$ cat src/ccur_pkg.sv
// Shared types and constants of the text console cursor engine.
package ccur_pkg;

  // Default geometry.
  localparam int COLUMNS_DEF  = 80;
  localparam int ROWS_DEF     = 25;
  localparam int TAB_STOP_DEF = 8;
  localparam int QUEUE_DEPTH  = 2;

  // Field widths of the channels.
  localparam int KIND_W     = 2;
  localparam int CODE_W     = 8;
  localparam int CELL_IDX_W = 11;
  localparam int OUT_COL_W  = 7;
  localparam int OUT_ROW_W  = 5;
  localparam int OUT_LOC_W  = 11;
  localparam int CELL_W     = 16;
  localparam int ATTR_W     = 8;

  // Configuration port.
  localparam int CFG_INDEX_W = 1;
  localparam int CFG_DATA_W  = 8;
  localparam logic [CFG_INDEX_W-1:0] CFG_CHAR_ATTR  = 1'd0;
  localparam logic [CFG_INDEX_W-1:0] CFG_BLANK_ATTR = 1'd1;
  localparam logic [ATTR_W-1:0] CHAR_ATTR_RST  = 8'h02;
  localparam logic [ATTR_W-1:0] BLANK_ATTR_RST = 8'h0F;

  // Item kinds.
  localparam logic [KIND_W-1:0] KIND_PUT   = 2'd0;
  localparam logic [KIND_W-1:0] KIND_CLEAR = 2'd1;
  localparam logic [KIND_W-1:0] KIND_READ  = 2'd2;

  // Character codes.
  localparam logic [CODE_W-1:0] CH_BS    = 8'h08;
  localparam logic [CODE_W-1:0] CH_TAB   = 8'h09;
  localparam logic [CODE_W-1:0] CH_LF    = 8'h0A;
  localparam logic [CODE_W-1:0] CH_CR    = 8'h0D;
  localparam logic [CODE_W-1:0] CH_SPACE = 8'h20;
  localparam logic [CODE_W-1:0] CH_LAST  = 8'h7F;

  // Decoded operation handed from the front to the back.
  typedef enum logic [2:0] {
    OP_NOP,
    OP_PRINT,
    OP_BS,
    OP_TAB,
    OP_CR,
    OP_LF,
    OP_CLEAR,
    OP_READ
  } op_t;

  typedef struct packed {
    op_t                   op;
    logic [CODE_W-1:0]     code;
    logic [CELL_IDX_W-1:0] cell_index;
  } cmd_t;

endpackage

$ cat src/ccur_cmd_if.sv
// Input channel: one console item per word.
interface ccur_cmd_if;
  logic                             valid;
  logic                             ready;
  logic [ccur_pkg::KIND_W-1:0]      kind;
  logic [ccur_pkg::CODE_W-1:0]      char_code;
  logic [ccur_pkg::CELL_IDX_W-1:0]  cell_index;

  modport source(output valid, kind, char_code, cell_index, input ready);
  modport sink(input valid, kind, char_code, cell_index, output ready);
endinterface

$ cat src/ccur_front.sv
// Front: accepts input words and decodes them into console operations.
module ccur_front (
  input  logic               clk,
  input  logic               rst,
  ccur_cmd_if.sink           cmd,
  input  logic               enable,
  output ccur_pkg::cmd_t     q_data,
  output logic               q_valid,
  input  logic               q_ready
);

  ccur_pkg::cmd_t  hold;
  logic            hold_valid;
  ccur_pkg::op_t   op_dec;

  always_comb begin
    op_dec = ccur_pkg::OP_NOP;
    case (cmd.kind)
      ccur_pkg::KIND_PUT: begin
        if (cmd.char_code == ccur_pkg::CH_BS) begin
          op_dec = ccur_pkg::OP_BS;
        end else if (cmd.char_code == ccur_pkg::CH_TAB) begin
          op_dec = ccur_pkg::OP_TAB;
        end else if (cmd.char_code == ccur_pkg::CH_CR) begin
          op_dec = ccur_pkg::OP_CR;
        end else if (cmd.char_code == ccur_pkg::CH_LF) begin
          op_dec = ccur_pkg::OP_LF;
        end else if (cmd.char_code >= ccur_pkg::CH_SPACE &&
                     cmd.char_code <= ccur_pkg::CH_LAST) begin
          op_dec = ccur_pkg::OP_PRINT;
        end
      end
      ccur_pkg::KIND_CLEAR: op_dec = ccur_pkg::OP_CLEAR;
      ccur_pkg::KIND_READ:  op_dec = ccur_pkg::OP_READ;
      default:              op_dec = ccur_pkg::OP_NOP;
    endcase
  end

  assign cmd.ready = enable && (!hold_valid || q_ready);
  assign q_data    = hold;
  assign q_valid   = hold_valid;

  always_ff @(posedge clk) begin
    if (rst) begin
      hold_valid <= 1'b0;
    end else if (cmd.valid && cmd.ready) begin
      hold_valid <= 1'b1;
    end else if (q_ready) begin
      hold_valid <= 1'b0;
    end
  end

  always_ff @(posedge clk) begin
    if (cmd.valid && cmd.ready) begin
      hold.op         <= op_dec;
      hold.code       <= cmd.char_code;
      hold.cell_index <= cmd.cell_index;
    end
  end

endmodule

$ cat src/flat_wrapper.sv
// flat-port wrapper written by rule: the top's interface ports become plain ports
module ccur_front_flat 
  (clk, rst, enable, q_data, q_valid, q_ready, cmd_valid, cmd_kind, cmd_char_code, cmd_cell_index, cmd_ready);
  ccur_cmd_if cmd_i ();
  input  logic clk;
  input  logic rst;
  input  logic enable;
  output ccur_pkg::cmd_t q_data;
  output logic q_valid;
  input  logic q_ready;
  input wire logic [$bits(cmd_i.valid)-1:0] cmd_valid;
  input wire logic [$bits(cmd_i.kind)-1:0] cmd_kind;
  input wire logic [$bits(cmd_i.char_code)-1:0] cmd_char_code;
  input wire logic [$bits(cmd_i.cell_index)-1:0] cmd_cell_index;
  output wire logic [$bits(cmd_i.ready)-1:0] cmd_ready;
  assign cmd_i.valid = cmd_valid;
  assign cmd_i.kind = cmd_kind;
  assign cmd_i.char_code = cmd_char_code;
  assign cmd_i.cell_index = cmd_cell_index;
  assign cmd_ready = cmd_i.ready;
  ccur_front u_core (.clk(clk), .rst(rst), .cmd(cmd_i), .enable(enable), .q_data(q_data), .q_valid(q_valid), .q_ready(q_ready));
endmodule
$ cat config.mk
export PLATFORM = sky130hd
export DESIGN_NAME = ccur_front_flat
export DESIGN_NICKNAME = d
export VERILOG_FILES = /design/src/ccur_pkg.sv /design/src/ccur_cmd_if.sv /design/src/ccur_front.sv /design/src/flat_wrapper.sv
export SDC_FILE = /design/constraint.sdc
export NUM_CORES = 1
export LEC_CHECK = 0
export ABC_AREA = 1
export CAP_MARGIN = 20
export CORE_MARGIN = 2
export CORE_UTILIZATION = 35
export CTS_CLUSTER_DIAMETER = 60
export CTS_CLUSTER_SIZE = 16
export DETAILED_ROUTE_END_ITERATION = 6
export DONT_BUFFER_PORTS = 1
export GPL_TIMING_DRIVEN = 0
export HOLD_SLACK_MARGIN = 0.15
export SLEW_MARGIN = 20
export SYNTH_ARGS = -nofsm -noshare
export SYNTH_HDL_FRONTEND = slang
export SYNTH_SLANG_ARGS = --single-unit
$ cat constraint.sdc
create_clock -name clk -period 2.7 [get_ports clk]
set_clock_uncertainty 0.15 [all_clocks]
set_input_delay 0.405 -clock clk [delete_from_list [all_inputs] [get_ports clk]]
set_output_delay 0.405 -clock clk [all_outputs]
set_load 0.05 [all_outputs]
---- Yosys cells after proc, flatten, opt, wreduce, memory -nomap -nowiden ----
Index checks and enable logic that the tools add are counted.
storage, ports and cells
  register bits ........................... 23
  word-level logic and storage cells ...... 27
cells by class
  $lt $le $gt $ge ......................... 2
  reductions and logical operators ........ 7
  muxes and demuxes ....................... 8
  equality and inequality tests ........... 6
operators by type and width
  operator                                                                             count
  8-bit by 4-bit == test with 1-bit output, second input constant                      4
  3-bit two-way mux                                                                    4
  3-bit one-hot mux with 3 select lines                                                1
  8-bit by 6-bit greater-or-equal comparator with 1-bit output, second input constant  1
  8-bit by 7-bit less-or-equal comparator with 1-bit output, second input constant     1
  1-bit logical AND                                                                    3
  1-bit two-way mux                                                                    3
  2-bit by 1-bit == test with 1-bit output, second input constant                      1
  2-bit == test, second input constant                                                 1
  2-bit zero test                                                                      1
  2-bit nonzero test                                                                   1
  1-bit zero test                                                                      1
  1-bit logical OR                                                                     1

---- Logic depth before layout (Yosys ltp) ----
  depth after elaboration ................. 8
  mapped depth ............................ 7
  gate-level depth less buffers ........... 7

---- Worst setup path before layout ----
No wires, ideal clock.
  path kind ............................... flip-flop to flip-flop
  from .................................... register u_core.hold_valid (netlist: u_core.q_valid)
  to ...................................... register u_core.hold, in the netlist u_core.q_data[0] (enable)
  cell stages (with the launch flop) ...... 4
  data arrival time ....................... 1,585 ps
  path slack .............................. 566 ps
  buffers on the path ..................... 0
  period minus slack after synthesis ...... 2,134 ps
  cell sequence ........................... dfxtp_1 -> inv_1 -> nor2_1 -> nor3b_2
between the ends
  longest elaborated chain between the ends .. 4
RTL lines
  item                    line              RTL
  start, declared         ccur_front.sv:13  logic hold_valid;
  start signal, assigned  ccur_front.sv:45  hold_valid <= 1'b0;
  start signal, assigned  ccur_front.sv:47  hold_valid <= 1'b1;
  start signal, assigned  ccur_front.sv:49  hold_valid <= 1'b0;
  1-bit zero test         ccur_front.sv:39  assign cmd.ready = enable && (!hold_valid || q_ready);
  1-bit logical OR        ccur_front.sv:39
  1-bit logical AND       ccur_front.sv:39
  1-bit logical AND       ccur_front.sv:54  if (cmd.valid && cmd.ready) begin
  end, declared           ccur_front.sv:12  ccur_pkg::cmd_t hold;
Every way passes these cells.
A chain may end at the register's enable or synchronous reset.

---- Worst setup path in the final report ----
  from .................................... register u_core.hold_valid (netlist: u_core.q_valid)
  to ...................................... output cmd_ready
between the ends
  longest elaborated chain between the ends .. 3
RTL lines
  item               line                RTL
  1-bit zero test    ccur_front.sv:39
  1-bit logical OR   ccur_front.sv:39
  1-bit logical AND  ccur_front.sv:39
  end, declared      flat_wrapper.sv:15  output wire logic [$bits(cmd_i.ready)-1:0] cmd_ready;
Every way passes these cells.

==> impl_results.md <==
* CTS Buf Count at 3
* Max stage delay on crit path at 0.68 ns
* Final worst path period share at between 80% and 90%
* Hold Startpoint: q_ready
* Hold Crit Class: input pin to flip-flop
* Post-synthesis register bit count at 23
* Buffers on Ports at 0
* H-tree depth at 1
* Critical path required time at 2.14 ns
* Total wire length at 1650 um
* Worst path bufs/invs at 1
* Commonest non-fill, non-tap cells in the layout: edfxtp_1, dlygate4sd3_1, nand2_1
* R2R depth at 4
* Peak VDD IR at 0.475 mV
* Via/cell ratio at 4.57
* Worst path depth at 3
* Reg power frac at 68.3%
* Fin util at 49.0%
* Worst R2R Start: u_core.q_valid$_SDFFE_PP0P_
* Max Buffers Root-to-Sink at 2
* Ports at 50
* Comb pwr share at a little under a tenth
* Top cell type's share of synthesized area at 72.0%
* Commonest non-fill, non-tap cell in the layout: edfxtp_1
* Leakage power at 0.479 nW
* Iter 0 DRT Violations at 5
* Worst Tran Pin Value at 0.876 ns
* Hold buffer count at CTS at 21
* Reg area at 681 um^2
* Post-CTS resize count at 0
* Distinct cell type count of the synthesized netlist at 16
* First-pass GRT wire length at 2430 um
* Via Count at 576
* Syn Nets at 98
* Worst-path clk slew at 0.12 ns
* Num rows at 18
* Final setup vio count at 0
* Slew HR at 41.4%
* Int Power at 500 uW
* Initial antenna violation count at 0
* GRT Util Overall at 11.6%
* Max cap viols at 0
* Crit path arrival time at roughly 1.7 ns
* Ys Warns at 0
* Clock power frac at 22.6%
* Post-DR wirelength/cell at about 13 um
* Filler cells at 216
* Min Tclk post-route at about 2.2 ns
* Syn-to-layout area delta at 32.3%
* Multi-input gate area at 194 um^2
* Setup tns final at 0 ns
* RSZ-0062 raised after global routing: false
* Ranking of synthesized cells by area: edfxtp_1, nand2_1, inv_1
* DP Wirelength at roughly 1200 um
* Drt pass-1 iters at 3
* Die Ht at between 50 and 60 um
* Crit start category: flip-flop
* Antenna Nets Post-Route at 0
* Run status: finished clean
* Mapped Area at 917 um^2
* # Post-CTS Setup Buffers at 0
* Crit Path Class: flip-flop to output port
* Crit path top cell by count: nor2_1
* Crit. End Element: output port
* Clock Sinks at 23
* CP max FO at 3
* CP startpoint: u_core.q_valid$_SDFFE_PP0P_
* DRC Markers at 0
* Diode count at 0
* Vias in the first global route at roughly 570
* Syn_area_per_cell at 13.1 um^2
* Initial Util at 37.0%
* Hold depth at 3
* Pins over their slew limit at 0
* Switching power at around 190 uW
* Fin. Hold Viols at 0
* Critical-path cell list: inv_1 -> nor2_1 -> nor2_1
* Die area at a little over 3000 um^2
* Grt ovf at 0
* Cell taking the most area after synthesis: edfxtp_1
* Mapped Cells at 70
* Pin count of the biggest net entering global routing at 14
* Placer Congestion at 0.696
* TritonCTS clock tree: built
* PD cells at 568 nW/um^2
* Fmax at about 0.45 GHz
* Number of nets in the layout at 125
* Die width at 55.2 um
* Layout cells sized above 1 at 14.6%
* Critical path's top delay family: simple AND/OR/NAND/NOR gates
* Switching Fraction at 27.4%
* Seq/Total Area, Yosys at 74.2%
* Crit-path slowest cell: nor2_1
* Root Buffer: clkbuf_4
* Core Region at 2480 um^2
* Clk_lat worst skew at 0.30 ns
## cell usage after synthesis
library cell,instances
a21oi_1,1
a21oi_2,2
dfxtp_1,1
edfxtp_1,22
ha_1,2
inv_1,11
inv_2,2
nand2_1,14
nand2_2,3
nand3_1,1
nor2_1,6
nor2_4,1
nor3b_2,1
o21ai_0,1
o21ai_1,1
o21bai_1,1
## sequential cells by signal, summed over array words and instances (netlist names)
signal	flops
u_core.q_data	22
u_core.q_valid	1
## through the flow
stage                     power [mW]  cell area [um^2]  setup slack [ns]  std cells  hold WS, ns
after global placement         0.513               955             0.231        100        0.354
after floorplan                0.507               917             0.566         70        0.354
after CTS                      0.700              1210             0.451        126        0.201
final                          0.689              1210             0.474        126        0.220
after global routing           0.720              1210             0.344        126        0.233
after detailed placement       0.518               976             0.803        101        0.354
## worst paths after layout
kind,to,slack (ns)
setup / recovery,cmd_ready,0.47
hold / removal,u_core.q_valid$_SDFFE_PP0P_,0.22
setup reg to reg,u_core.q_data[14]$_DFFE_PP_,0.81
hold reg to reg,u_core.q_valid$_SDFFE_PP0P_,0.75
## layout make-up
class / instances / share of cell area, %
Inverter: 13 / 4.02
Sequential cell: 23 / 56.1
Tap cell: 30 / 3.09
Timing Repair Buffer: 22 / 18.6
Clock buffer: 3 / 1.86
Multi-Input combinational cell: 34 / 16.0
Clock inverter: 1 / 0.412
## worst reg2reg max path, delay by kind of cell (launching register included)
family	cells	cell delay, ns
and+or+nand+nor	2	0.62
DFF	1	0.49
buffers and inverters	2	0.34
## cells by family after synthesis
kind of cell	after synthesis	synth area share, %
compound gates	6	4.36
simple gates	26	13.4
buf+inv	13	5.32
fa+ha+maj	2	2.73
flops	23	74.2
## layer usage
metal / track usage [%] / share of wire [%] / vias up
li1: - / - / 280
met3: 7.26 / 13 / 0
met2: 21.8 / 48 / 40
met4: 1.22 / 0 / 0
met1: 10.9 / 39 / 256
met5: 0 / 0 / -
## power by group through the flow
stage                     Clock, mW  Combinational [mW]  Sequential (mW)
after floorplan                   0              0.0297            0.477
after global placement            0              0.0335            0.480
after detailed placement          0              0.0388            0.479
after CTS                     0.166              0.0634            0.471
after global routing          0.178              0.0696            0.473
final                         0.156              0.0629            0.471
No activity file was read; power rests on OpenSTA's default activity.
