`config.mk`:
```
export PLATFORM = sky130hd
export DESIGN_NAME = ccur_fifo
export DESIGN_NICKNAME = d
export VERILOG_FILES = /design/src/ccur_pkg.sv /design/src/ccur_fifo.sv
export SDC_FILE = /design/constraint.sdc
export NUM_CORES = 1
export LEC_CHECK = 0
export ABC_AREA = 0
export BUFFER_PORTS_ARGS = -buffer_cell sky130_fd_sc_hd__buf_2
export CAP_MARGIN = 20
export CORE_MARGIN = 3
export CORE_UTILIZATION = 35
export DETAILED_ROUTE_END_ITERATION = 7
export PLACE_DENSITY = 0.62
export RECOVER_POWER = 25
export SLEW_MARGIN = 20
export SYNTH_ARGS = -nofsm -noshare
export SYNTH_HDL_FRONTEND = slang
export SYNTH_SLANG_ARGS = --single-unit
```
`constraint.sdc`:
```
create_clock -name clk -period 2.1 [get_ports clk]
set_input_delay 0.105 -clock clk [delete_from_list [all_inputs] [get_ports clk]]
set_output_delay 0.105 -clock clk [all_outputs]
set_load 0.01 [all_outputs]
```
`src/ccur_pkg.sv`:
```
// Shared types and constants of the text console cursor engine.
package ccur_pkg;

  // Default geometry.
  localparam int COLUMNS_DEF  = 80;
  localparam int ROWS_DEF     = 25;
  localparam int TAB_STOP_DEF = 8;
  localparam int QUEUE_DEPTH  = 2;

  // Field widths of the channels.
  localparam int KIND_W     = 2;
  localparam int CODE_W     = 8;
  localparam int CELL_IDX_W = 11;
  localparam int OUT_COL_W  = 7;
  localparam int OUT_ROW_W  = 5;
  localparam int OUT_LOC_W  = 11;
  localparam int CELL_W     = 16;
  localparam int ATTR_W     = 8;

  // Configuration port.
  localparam int CFG_INDEX_W = 1;
  localparam int CFG_DATA_W  = 8;
  localparam logic [CFG_INDEX_W-1:0] CFG_CHAR_ATTR  = 1'd0;
  localparam logic [CFG_INDEX_W-1:0] CFG_BLANK_ATTR = 1'd1;
  localparam logic [ATTR_W-1:0] CHAR_ATTR_RST  = 8'h02;
  localparam logic [ATTR_W-1:0] BLANK_ATTR_RST = 8'h0F;

  // Item kinds.
  localparam logic [KIND_W-1:0] KIND_PUT   = 2'd0;
  localparam logic [KIND_W-1:0] KIND_CLEAR = 2'd1;
  localparam logic [KIND_W-1:0] KIND_READ  = 2'd2;

  // Character codes.
  localparam logic [CODE_W-1:0] CH_BS    = 8'h08;
  localparam logic [CODE_W-1:0] CH_TAB   = 8'h09;
  localparam logic [CODE_W-1:0] CH_LF    = 8'h0A;
  localparam logic [CODE_W-1:0] CH_CR    = 8'h0D;
  localparam logic [CODE_W-1:0] CH_SPACE = 8'h20;
  localparam logic [CODE_W-1:0] CH_LAST  = 8'h7F;

  // Decoded operation handed from the front to the back.
  typedef enum logic [2:0] {
    OP_NOP,
    OP_PRINT,
    OP_BS,
    OP_TAB,
    OP_CR,
    OP_LF,
    OP_CLEAR,
    OP_READ
  } op_t;

  typedef struct packed {
    op_t                   op;
    logic [CODE_W-1:0]     code;
    logic [CELL_IDX_W-1:0] cell_index;
  } cmd_t;

endpackage

```
`src/ccur_fifo.sv`:
```
// Short queue of decoded operations between front and back.
module ccur_fifo #(
  parameter int DEPTH = ccur_pkg::QUEUE_DEPTH
) (
  input  logic            clk,
  input  logic            rst,
  input  ccur_pkg::cmd_t  wr_data,
  input  logic            wr_valid,
  output logic            wr_ready,
  output ccur_pkg::cmd_t  rd_data,
  output logic            rd_valid,
  input  logic            rd_ready
);

  localparam int PTR_W = (DEPTH > 1) ? $clog2(DEPTH) : 1;
  localparam int CNT_W = $clog2(DEPTH + 1);

  ccur_pkg::cmd_t    slots [DEPTH];
  logic [PTR_W-1:0]  wr_ptr;
  logic [PTR_W-1:0]  rd_ptr;
  logic [CNT_W-1:0]  count;
  logic              push;
  logic              pop;

  assign wr_ready = (count != CNT_W'(DEPTH));
  assign rd_valid = (count != '0);
  assign rd_data  = slots[rd_ptr];
  assign push     = wr_valid && wr_ready;
  assign pop      = rd_valid && rd_ready;

  always_ff @(posedge clk) begin
    if (rst) begin
      wr_ptr <= '0;
      rd_ptr <= '0;
      count  <= '0;
    end else begin
      if (push) begin
        wr_ptr <= (wr_ptr == PTR_W'(DEPTH - 1)) ? '0 : wr_ptr + 1'b1;
      end
      if (pop) begin
        rd_ptr <= (rd_ptr == PTR_W'(DEPTH - 1)) ? '0 : rd_ptr + 1'b1;
      end
      if (push && !pop) begin
        count <= count + 1'b1;
      end else if (pop && !push) begin
        count <= count - 1'b1;
      end
    end
  end

  always_ff @(posedge clk) begin
    if (push) begin
      slots[wr_ptr] <= wr_data;
    end
  end

endmodule

```
Word-level counts from Yosys, hierarchy flattened
Memory sizes are Yosys's and may differ from the RTL's. A register that Yosys moved wholly into a read port is not among the register bits.
Cells that the tools add are included.
Widths: inputs -> output; s select.
{"block": "word_totals", "ff_bits": 4, "mem_bits_rw": 44, "inputBits": 26, "out_inout_bits": 24, "word_cells": 25, "mem_count": 1}
{"name": "slots", "depth": 2, "word_bits": 22, "read_ports": 1, "rd_ports_with_merged_regs": 1, "wr": 1, "line_no": "ccur_fifo.sv:18", "rtl": "ccur_pkg::cmd_t slots [DEPTH];"}
{"block": "op_classes", "add_sub_neg": 4, "eq_ne": 1, "n_mux": 8, "n_reduce_logical": 8}
{"cell": "$mux 1", "n": 6}
{"cell": "$logic_and 1x1->1", "n": 4}
{"cell": "$mux 2", "n": 2}
{"cell": "$reduce_bool 2->1", "n": 2}
{"cell": "$add 1x1->1 const B", "n": 2}
{"cell": "$add 2x1->2 const B", "n": 1}
{"cell": "$logic_not 1->1", "n": 2}
{"cell": "$ne 2x2->1 const B", "n": 1}
{"cell": "$sub 2x1->2 const B", "n": 1}

Logic depth before layout (Yosys ltp)
Gate-level depths: netlist of the first run.
{"block": "logic_depth", "word_depth": 6, "depth_mapped": 6}

Worst setup path after synthesis of the first run
Ideal clock, no wire load.
{"block": "synth_timing", "path_type": "reg2reg", "startpoint": "register count[0]", "endpoint": "memory slots[1][0] (netlist name), enable pin", "setup_time_ns": 0.381, "arrival_ns": 1.246, "required_ns": 1.719, "setup_slack_ns": 0.473, "stages_incl_launch_ff": 3, "n_path_buf": 0, "cell_sequence": "dfxtp_1 -> nand2b_1 -> and3_1"}
{"block": "synth_via", "elab_chain_cells": 4}
{"element": "from (decl)", "line_no": "ccur_fifo.sv:21", "rtl": "logic [CNT_W-1:0] count;"}
{"element": "from (signal assigned)", "line_no": "ccur_fifo.sv:44", "rtl": "count <= count + 1'b1;"}
{"element": "from (signal assigned)", "line_no": "ccur_fifo.sv:46", "rtl": "count <= count - 1'b1;"}
{"element": "$ne 2x2->1", "line_no": "ccur_fifo.sv:25", "rtl": "assign wr_ready = (count != CNT_W'(DEPTH));"}
{"element": "net wr_ready", "line_no": "ccur_fifo.sv:9", "rtl": "output logic wr_ready,"}
{"element": "$logic_and 1x1->1", "line_no": "ccur_fifo.sv:28", "rtl": "assign push = wr_valid && wr_ready;"}
{"element": "$mux 1", "line_no": "ccur_fifo.sv:52", "rtl": "if (push) begin"}
{"element": "$mux 1 (implied by the code)", "line_no": "ccur_fifo.sv:53", "rtl": "slots[wr_ptr] <= wr_data;"}
{"element": "to (decl)", "line_no": "ccur_fifo.sv:18"}
The timed path passes the listed nets, and every way through them passes these cells.

Worst setup path after layout of the first run
{"block": "layout_timing", "startpoint": "register count[0]", "endpoint": "register count[1]"}
{"block": "layout_via", "elab_chain_cells": 5, "elab_cells_between_ends": 13, "cone_classes": "add/sub (2); eq/ne (1); mux (2); reduce/logical (8)"}
{"element": "$ne 2x2->1 (*)", "line_no": "ccur_fifo.sv:25"}
{"element": "$logic_and 1x1->1 (*)", "line_no": "ccur_fifo.sv:28"}
{"element": "net push", "line_no": "ccur_fifo.sv:22", "rtl": "logic push;"}
{"element": "$logic_not 1->1", "line_no": "ccur_fifo.sv:45", "rtl": "end else if (pop && !push) begin"}
{"element": "$logic_and 1x1->1", "line_no": "ccur_fifo.sv:45"}
{"element": "$reduce_bool 2->1 (no source line)"}
The timed path passes the listed nets; every way through them passes the cells marked *. The select of a mux whose other input is x is not followed.
A chain may end at the register's enable or synchronous reset.

==> flow_metrics.env, run 1 <==
export IMPL_drtIter0Drc=32
export IMPL_fin_ws_ns=0.410
export IMPL_syn_area_um2=1800
export IMPL_cp_required_ns=2.33
export IMPL_postSynthCellCount=92
export IMPL_ys_types=17
export IMPL_skew_ns=0.00344
export IMPL_die_w_um=77.8
export IMPL_cts_sink_count=49
export IMPL_core_um2=4850
export IMPL_ys_flop_type="edfxtp_1"
export IMPL_htree_levels=2
export IMPL_post_route_min_period_ns=1.69
export IMPL_synth_fp_nets=119
export IMPL_drc=0
export IMPL_seq_area_um2=1420
export IMPL_first_pass_iters=2
export IMPL_syn_avg_cell_area_um2=19.6
export IMPL_io_buffer_count=49
export IMPL_antenna_cells=0
export IMPL_ir_drop_mv=0.547
export IMPL_synth_async_sr_flop_share=0
export IMPL_cts_buffers_inserted=5
export IMPL_final_area_um2=2440
export IMPL_die_h_um=77.8
export IMPL_grt_pass1_vias=1227
export IMPL_status="complete, no violations"
export IMPL_critPathKind="flip-flop to flip-flop"
export IMPL_drv_cap=0
export IMPL_multi_input_area_um2=367
export IMPL_yosys_area_top_type="edfxtp_1"
export IMPL_syn_to_final_growth_pct=35.3
export IMPL_vias=1055
export IMPL_holdPathStages=1
export IMPL_synth_common_cells="edfxtp_1, mux2_2, dfxtp_1, nor2_1, xor2_1"
export IMPL_place_congestion=0.719
export IMPL_initial_core_util=0.372
export IMPL_synth_top_area_frac=0.733
export IMPL_rsz0062_at_grt="no"
export IMPL_tns_ns=0
export IMPL_grt_antenna_before_repair=0
export IMPL_synth_edff_count=44
export IMPL_powerDensity_nw_per_um2=1090
export IMPL_ys_seq_area_frac=0.789
export IMPL_cts_root_buf="clkbuf_8"
export IMPL_clock_latency_ns=0.29
export IMPL_clk_pin_slew_ns=0.08
export IMPL_met3_usage=0.0394
export IMPL_cts_resized=0
export IMPL_worstPathMaxFanout=5
export IMPL_hold_path_class="primary input to flip-flop"
export IMPL_ioPinCount=50
export IMPL_place_hpwl_mm=2.35
export IMPL_nNetsFinal=197
export IMPL_placed_cell_area_um2=2160
export IMPL_drt_wirelength_per_cell_um=14.1
export IMPL_grt_start_max_net_pins=23
export IMPL_clock_fmax_mhz=592
export IMPL_setup_violations=0
export IMPL_fill_cells=422
export IMPL_synthTopCellsByArea="edfxtp_1, mux2_2, dfxtp_1"
export IMPL_min_period_over_period=0.805
export IMPL_grt_use_met1=0.129
export IMPL_drt_total_wl_mm=3.37
export IMPL_rr_worst_depth=5
export IMPL_yosysMostFrequentCell="edfxtp_1"
export IMPL_drive_gt1_frac=0.409
export IMPL_tightestPinTransition_ns=0.355
export IMPL_grt_busiest_layer="met2"
export IMPL_use_met2=0.221
export IMPL_critPathLaunchType="flip-flop"
export IMPL_avgViaCountPerCell=4.43
export IMPL_dieArea_um2=6050
export IMPL_tritoncts="done"
export IMPL_slew_viol_final=0
export IMPL_grt_pass1_wl_mm=5.63
export IMPL_rows=25
export IMPL_end_kind="flip-flop"
export IMPL_hold_violations=0
export IMPL_post_place_ws_ns=0.438
export IMPL_p_leak_nw=0.905
export IMPL_ctsHoldBuffers=19
export IMPL_maxSlewHeadroom=0.761
export IMPL_track_usage=0.122
export IMPL_power_mw=2.65
export IMPL_post_cts_buffers=0
export IMPL_ys_ff_latch=49
export IMPL_overflow=0
export IMPL_yosysWarnings=0
export IMPL_cts_buffer_depth=2
export IMPL_antenna_left=0
export IMPL_arrival_ns=1.92
-- cell families after synthesis --
logic type | after synthesis | synth area share
and+or+nand+nor | 9 | 0.0278
AOI/OAI and AO/OA | 5 | 0.0167
buffers and inverters | 3 | 0.00764
DFF | 49 | 0.789
adders and majority gates | 1 | 0.00694
muxes | 22 | 0.138
xor gates and xnor gates | 3 | 0.0146
-- flip-flops by register name, summed over array words and instances (netlist names), named ones only --
signal / flops
count: 2
rd_ptr: 1
slots: 44
wr_ptr: 1
-- routing by layer --
metal  up-vias  routed length (um)
met5         -                   0
met4         0                  45
met3         6                 170
met2        34                1770
met1       508                1380
li1        507                   -
-- final cells by class --
type / count / share of cell area
multi-input cells: 40 / 0.150
well taps: 67 / 0.0344
clock inverters: 2 / 0.0139
clock buffers: 6 / 0.0298
flip-flops and latches: 49 / 0.583
repair buffers: 73 / 0.187
inverters: 1 / 0.00154
-- report_power, final --
part / switching [mW] / total (mW) / internal (mW)
clock network: 0.282 / 0.633 / 0.351
registers: 0.0491 / 1.27 / 1.22
logic: 0.380 / 0.748 / 0.368
-- cell usage in the layout, fill, tap and decap left out, types with 3 or more instances in the layout --
master and n:
dlygate4sd3_1 19, xor2_1 3, edfxtp_1 44, mux2_2 22, buf_4 5, clkbuf_1 14, nor2_1 3, dfxtp_1 5
clkbuf_8 5, buf_2 35
-- critical path, cell delays in order, from the launching register on --
cell	delay, ns
dfxtp_1	0.36
nand2b_1	0.23
and2_1	0.20
ha_1	0.34
or3_1	0.36
a21oi_1	0.14
-- worst paths after layout --
path | startpoint | to | slack [ns]
worst max-delay path | count[0] | count[1] | 0.41
worst min-delay path | wr_data[9] | slots[1][9] | 0.03
worst max register to register | count[0] | count[1] | 0.41
worst min register to register | rd_ptr | flip-flop | 0.52
-- stage by stage --
stage	utilization	hold WS, ns	instances
4_1_cts	0.506	0.00381	238
6_report	0.503	0.0339	238
2_1_floorplan	-	0.174	92
5_1_grt	0.503	0.0329	238
3_5_place_dp	0.445	0.297	211
3_3_place_gp	0.445	0.294	211
(Power assumes the default switching activity.)
==> run 2: changes to the inputs <==
- ABC_AREA: 0 -> 1
- PLACE_DENSITY: 0.62 -> 0.64
- clock period: 2.1 -> 1.35 ns (I/O delays scaled with it)
==> flow_metrics.env, run 2 <==
export IMPL_antenna_left=0
export IMPL_synthAdderAreaFrac=0.00684
export IMPL_hold_end="count[1]"
export IMPL_ir_drop_mv=0.766
export IMPL_synth_async_sr_flop_share=0
export IMPL_vias=1185
export IMPL_status="complete, no violations"
export IMPL_seq_area_um2=1430
export IMPL_first_pass_iters=4
export IMPL_postSynthCellCount=105
export IMPL_ys_seq_area_frac=0.776
export IMPL_syn_to_final_growth_pct=55.4
export IMPL_holdPathStages=4
export IMPL_worst_hold_startpoint="rst"
export IMPL_drc=0
export IMPL_post_route_min_period_ns=1.35
export IMPL_timing_rr_start="count[0]"
export IMPL_core_um2=4880
export IMPL_drt_wirelength_per_cell_um=14.4
export IMPL_use_met2=0.221
export IMPL_initial_core_util=0.375
export IMPL_die_h_um=78.3
export IMPL_cts_buffer_depth=2
export IMPL_syn_avg_cell_area_um2=17.4
export IMPL_synthMuxAreaShare=0.135
export IMPL_slowest_delay_ns=0.38
export IMPL_die_w_um=78.3
export IMPL_fin_ws_ns=0.00377
export IMPL_final_common_cell="edfxtp_1"
export IMPL_grt_busiest_layer="met2"
export IMPL_drv_cap=0
export IMPL_whs_ns=0.0498
export IMPL_synth_common_cells="edfxtp_1, mux2_2, nand2_1, inv_1, nor2_1"
export IMPL_hold_violations=0
export IMPL_syn_area_um2=1830
export IMPL_hold_path_class="primary input to flip-flop"
export IMPL_drt_total_wl_mm=3.76
export IMPL_tns_ns=0
export IMPL_yosysMostFrequentCell="edfxtp_1"
export IMPL_cp_slowest_cell="dfxtp_4"
export IMPL_grt_pass1_vias=1228
export IMPL_place_congestion=0.636
export IMPL_worstPathCellList="buf_12 > mux2_2 > buf_6"
export IMPL_yosys_area_top_type="edfxtp_1"
export IMPL_min_period_over_period=0.997
export IMPL_reg_top3="slots x44, count x2"
export IMPL_ys_types=12
export IMPL_multi_input_area_um2=444
export IMPL_grt_pass1_wl_mm=5.77
export IMPL_ys_ff_latch=49
export IMPL_nNetsFinal=220
export IMPL_tritoncts="done"
export IMPL_worstPathMaxFanout=12
export IMPL_cp_required_ns=1.28
export IMPL_end_kind="output port"
export IMPL_slew_viol_final=0
export IMPL_synth_compound_area_frac=0.0109
export IMPL_cts_sink_count=49
export IMPL_drive_gt1_frac=0.479
export IMPL_grt_use_met1=0.138
export IMPL_grt_antenna_before_repair=0
export IMPL_largest_reg_flops=44
export IMPL_p_leak_nw=1.11
export IMPL_final_cell_mix="edfxtp_1, buf_6, dlygate4sd3_1"
export IMPL_post_place_ws_ns=-0.0805
export IMPL_cts_buffers_inserted=5
export IMPL_critPathKind="flip-flop to output port"
export IMPL_ys_flop_type="edfxtp_1"
export IMPL_rows=25
export IMPL_synth_top_family_by_area="multiplexers"
export IMPL_synth_top_area_frac=0.722
export IMPL_overflow=0
export IMPL_synth_simple_gate_area_frac=0.0417
export IMPL_synthTopCellsByArea="edfxtp_1, mux2_2, dfxtp_1"
export IMPL_io_buffer_count=49
export IMPL_dieArea_um2=6130
export IMPL_avgViaCountPerCell=4.54
export IMPL_r2r_end="count[1]"
export IMPL_track_usage=0.126
export IMPL_tightestPinTransition_ns=0.163
export IMPL_setup_violations=0
export IMPL_regMostFlops="slots"
export IMPL_synth_edff_count=44
export IMPL_synth_fp_nets=132
export IMPL_met3_usage=0.0447
export IMPL_critPathLaunchType="flip-flop"
export IMPL_htree_levels=2
export IMPL_antenna_cells=0
export IMPL_place_hpwl_mm=2.49
export IMPL_rrSetupSlack_ns=0.04
export IMPL_powerDensity_nw_per_um2=1680
export IMPL_drtIter0Drc=59
export IMPL_ioPinCount=50
export IMPL_clock_latency_ns=0.29
export IMPL_synth_xor_area_frac=0
export IMPL_yosysWarnings=0
export IMPL_grt_start_max_net_pins=15
export IMPL_fill_cells=390
export IMPL_rr_worst_depth=10
export IMPL_clock_fmax_mhz=743
export IMPL_clk_pin_slew_ns=0.08
export IMPL_arrival_ns=1.28
export IMPL_skew_ns=0.00518
export IMPL_maxSlewHeadroom=0.892
export IMPL_rsz0062_at_grt="yes"
export IMPL_cts_root_buf="clkbuf_8"
[run 2: cell types whose count changed after synthesis, moves of 3 or more]
cell	delta
inv_1	+7
xor2_1	-3
nand2_1	+9
nor2_1	+4
[run 2: routing by layer]
layer	vias to the layer above	share of wire	wire length, um
met2	43	0.53	2010
met4	0	0.013	50
li1	561	-	-
met1	573	0.40	1500
met5	-	0	0
met3	8	0.052	194
[run 2: worst max-delay path, delay by kind of cell, from the launching register on]
family,cells,cell delay [ns]
buffers and inverters,2,0.26
muxes,1,0.35
DFF,1,0.38
[run 2: cells by family (layout without fill, tap and decap cells)]
family / count (synthesis) / in the layout
AOI/OAI and AO/OA: 4 / 4
adders and majority gates: 1 / 1
buffers and inverters: 10 / 99
DFF: 49 / 49
muxes: 22 / 22
and+or+nand+nor: 19 / 19
[run 2: repair_timing]
item                                    4_1_cts  5_1_grt
hold endpoints to repair                     44        0
hold buffers                                 22        0
cloned                                        1        0
buffers inserted                              2        2
endpoints found under the setup margin       23       22
gates resized for setup                      28       21
[run 2: worst max-delay path by stage]
stage                          from    endpoint  slack [ns]  depth (start not counted)
final                     flip-flop  rd_data[9]       0.004                          3
after global routing       count[0]    count[1]       -0.06                         10
after CTS                 flip-flop  rd_data[0]       -0.02                          3
after detailed placement   count[0]    count[1]       -0.08                         10
after global placement     count[0]    count[1]        0.09                         10
after floorplan            count[0]    count[1]        0.02                         10
[run 2: per-stage QoR]
step | area (um2) | util | total power, mW | std cells
after global placement | 2260 | 0.464 | 3.19 | 226
final | 2850 | 0.583 | 4.77 | 261
after floorplan | 1860 | - | 2.75 | 105
after detailed placement | 2260 | 0.464 | 3.26 | 226
after global routing | 2850 | 0.583 | 5.04 | 261
after CTS | 2750 | 0.563 | 4.61 | 259
[run 2: area by class of cell]
type / count / share of cell area
Clock inverter: 2 / 0.0119
Tap cell: 67 / 0.0295
Inverter: 8 / 0.0106
Sequential cell: 49 / 0.502
Timing Repair Buffer: 83 / 0.265
Multi-Input combinational cell: 46 / 0.156
Clock buffer: 6 / 0.0255
[run 2: where the power goes]
group | internal, mW | switching, mW
Clock | 0.547 | 0.433
Combinational | 1.01 | 0.763
Sequential | 1.93 | 0.0902
Total | 3.49 | 1.29
==> run 3: changes to the inputs <==
- CORE_MARGIN: 3 -> default
- SETUP_SLACK_MARGIN: default -> 0.05
==> flow_metrics.env, run 3 (same netlist as run 2, synthesis figures left out) <==
export IMPL_clock_latency_ns=0.29
export IMPL_drive_gt1_frac=0.505
export IMPL_antenna_cells=0
export IMPL_grt_antenna_before_repair=0
export IMPL_drtIter0Drc=22
export IMPL_ir_drop_mv=0.907
export IMPL_maxSlewHeadroom=0.888
export IMPL_power_frac_seq=0.429
export IMPL_largest_reg_flops=44
export IMPL_rsz0062_at_grt="yes"
export IMPL_slew_viol_final=0
export IMPL_nNetsFinal=220
export IMPL_path_delay_family="flip-flops"
export IMPL_wl_met2_mm=2.03
export IMPL_hold_path_class="primary input to flip-flop"
export IMPL_core_um2=4880
export IMPL_power_switching_share=0.279
export IMPL_clkPwrFrac=0.167
export IMPL_status="finished with violations"
export IMPL_end_kind="output port"
export IMPL_clk_pin_slew_ns=0.08
export IMPL_reg_top3="slots x44, count x2"
export IMPL_initial_core_util=0.375
export IMPL_io_buffer_count=49
export IMPL_die_w_um=74.3
export IMPL_syn_to_final_growth_pct=59.1
export IMPL_tritoncts="done"
export IMPL_skew_ns=0.00417
export IMPL_drc=0
export IMPL_critPathLaunchType="flip-flop"
export IMPL_drt_wirelength_per_cell_um=14.0
export IMPL_place_hpwl_mm=2.18
export IMPL_antenna_left=0
export IMPL_htree_levels=2
export IMPL_post_route_min_period_ns=1.36
export IMPL_violations="setup timing"
export IMPL_cts_buffers_inserted=5
export IMPL_drt_met1_wl_mm=1.43
export IMPL_power_frac_comb=0.404
export IMPL_multi_input_area_um2=487
export IMPL_slowest_delay_ns=0.42
export IMPL_timing_rr_start="count[1]"
export IMPL_cp_required_ns=1.28
export IMPL_setup_violations=8
export IMPL_worst_hold_startpoint="rst"
export IMPL_dieArea_um2=5520
export IMPL_rr_worst_depth=9
export IMPL_final_cells=261
export IMPL_r2r_end="count[1]"
export IMPL_worstPathCellList="clkbuf_16 > mux2_4 > buf_6"
export IMPL_final_cell_mix="edfxtp_1, mux2_4, dlygate4sd3_1, buf_2, buf_6"
export IMPL_avgViaCountPerCell=4.45
export IMPL_arrival_ns=1.30
export IMPL_cts_buffer_depth=2
export IMPL_worstPathMaxFanout=5
export IMPL_fill_cells=388
export IMPL_first_pass_iters=2
export IMPL_seq_area_um2=1430
export IMPL_top_layer_used="met4"
export IMPL_hold_violations=0
export IMPL_place_congestion=0.618
export IMPL_overflow=0
export IMPL_final_common_cell="edfxtp_1"
export IMPL_p_leak_nw=1.16
export IMPL_tightestPinTransition_ns=0.167
export IMPL_cp_slowest_cell="dfxtp_4"
export IMPL_die_h_um=74.3
export IMPL_holdPathStages=4
export IMPL_regMostFlops="slots"
export IMPL_grt_start_max_net_pins=15
export IMPL_vias=1161
export IMPL_power_switching_mw=1.33
export IMPL_min_period_over_period=1.01
export IMPL_crit_buf_inv=2
export IMPL_wl_met3_um=156
export IMPL_p_int_mw=3.44
export IMPL_cts_sink_count=49
export IMPL_hold_end="count[1]"
export IMPL_drt_total_wl_mm=3.64
export IMPL_clock_fmax_mhz=734
export IMPL_rrSetupSlack_ns=0.09
export IMPL_critPathKind="flip-flop to output port"
export IMPL_grt_pass1_wl_mm=5.12
export IMPL_ioPinCount=50
export IMPL_grt_pass1_vias=1169
export IMPL_drv_cap=0
export IMPL_powerDensity_nw_per_um2=1640
export IMPL_cts_root_buf="clkbuf_8"
export IMPL_track_usage=0.128
export IMPL_dp_cells=225
export IMPL_rows=25
export IMPL_fin_ws_ns=-0.0126
export IMPL_final_util=0.597
==> run 3: cell count changes in the layout (fill, tap and decap cells not counted), moves of 2 or more <==
cell	delta
buf_8	+2
mux2_2	-10
mux2_4	+10
inv_1	-2
buf_6	-2
buf_4	-2
buf_2	+4
inv_4	+2
clkbuf_1	-2
==> run 3: tightest hold or removal path, stage by stage <==
cell	delay, ns
buf_2	0.07
inv_1	0.06
nand2_1	0.07
nor2_1	0.04
==> run 3: what timing repair did <==
| item | in CTS | in global routing |
|---|---|---|
| setup buffers | 0 | 4 |
| endpoints found under the hold margin | 44 | 0 |
| endpoints found under the setup margin | 24 | 23 |
| cloned | 1 | 1 |
| gates resized for setup | 23 | 42 |
| pin swaps | 5 | 4 |
| hold buffers | 22 | 0 |
==> run 3: worst max-delay path by stage <==
| stage | from | endpoint | slack [ns] | cells past startpoint |
|---|---|---|---|---|
| floorplan | count[0] | slots[0][0] | 0.05 | 4 |
| global placement | count[0] | count[1] | 0.08 | 10 |
| detailed placement | count[0] | count[1] | -0.07 | 10 |
| CTS | flip-flop | rd_data[18] | -0.03 | 3 |
| global route | flip-flop | rd_data[6] | -0.06 | 3 |
| finish | flip-flop | rd_data[6] | -0.01 | 3 |
==> run 3: layout make-up <==
type / instances / share of cell area
Inverter: 8 / 0.0120
Timing Repair Buffer: 83 / 0.273
Clock inverter: 1 / 0.00258
Clock buffer: 7 / 0.0262
Tap cell: 67 / 0.0288
Sequential cell: 49 / 0.490
Multi-Input combinational cell: 46 / 0.167
==> run 3: metal layers <==
layer | vias to the layer above | global-route usage
met5 | - | 0
met4 | 0 | 0.0314
met3 | 4 | 0.0434
met2 | 31 | 0.247
met1 | 567 | 0.133
li1 | 559 | -
==> run 3: power by group through the flow <==
stage	logic, mW	registers, mW	clock network, mW
2_1_floorplan	0.735	2.01	0
3_3_place_gp	1.17	2.01	0
3_5_place_dp	1.22	2.03	0
4_1_cts	1.46	2.01	0.837
5_1_grt	2.04	2.07	0.909
6_report	1.93	2.05	0.797
==> run 3: per-stage QoR <==
stage | cell area [um2] | setup slack, ns | hold WS, ns | setup TNS (ns) | power [mW]
floorplan | 1860 | 0.0545 | 0.166 | 0 | 2.75
global placement | 2260 | 0.0759 | 0.255 | 0 | 3.18
detailed placement | 2260 | -0.0651 | 0.260 | -0.0651 | 3.24
CTS | 2670 | -0.0325 | 0.0491 | -0.369 | 4.31
global route | 2910 | -0.0648 | 0.0544 | -1.09 | 5.02
finish | 2910 | -0.0126 | 0.0632 | -0.0580 | 4.77
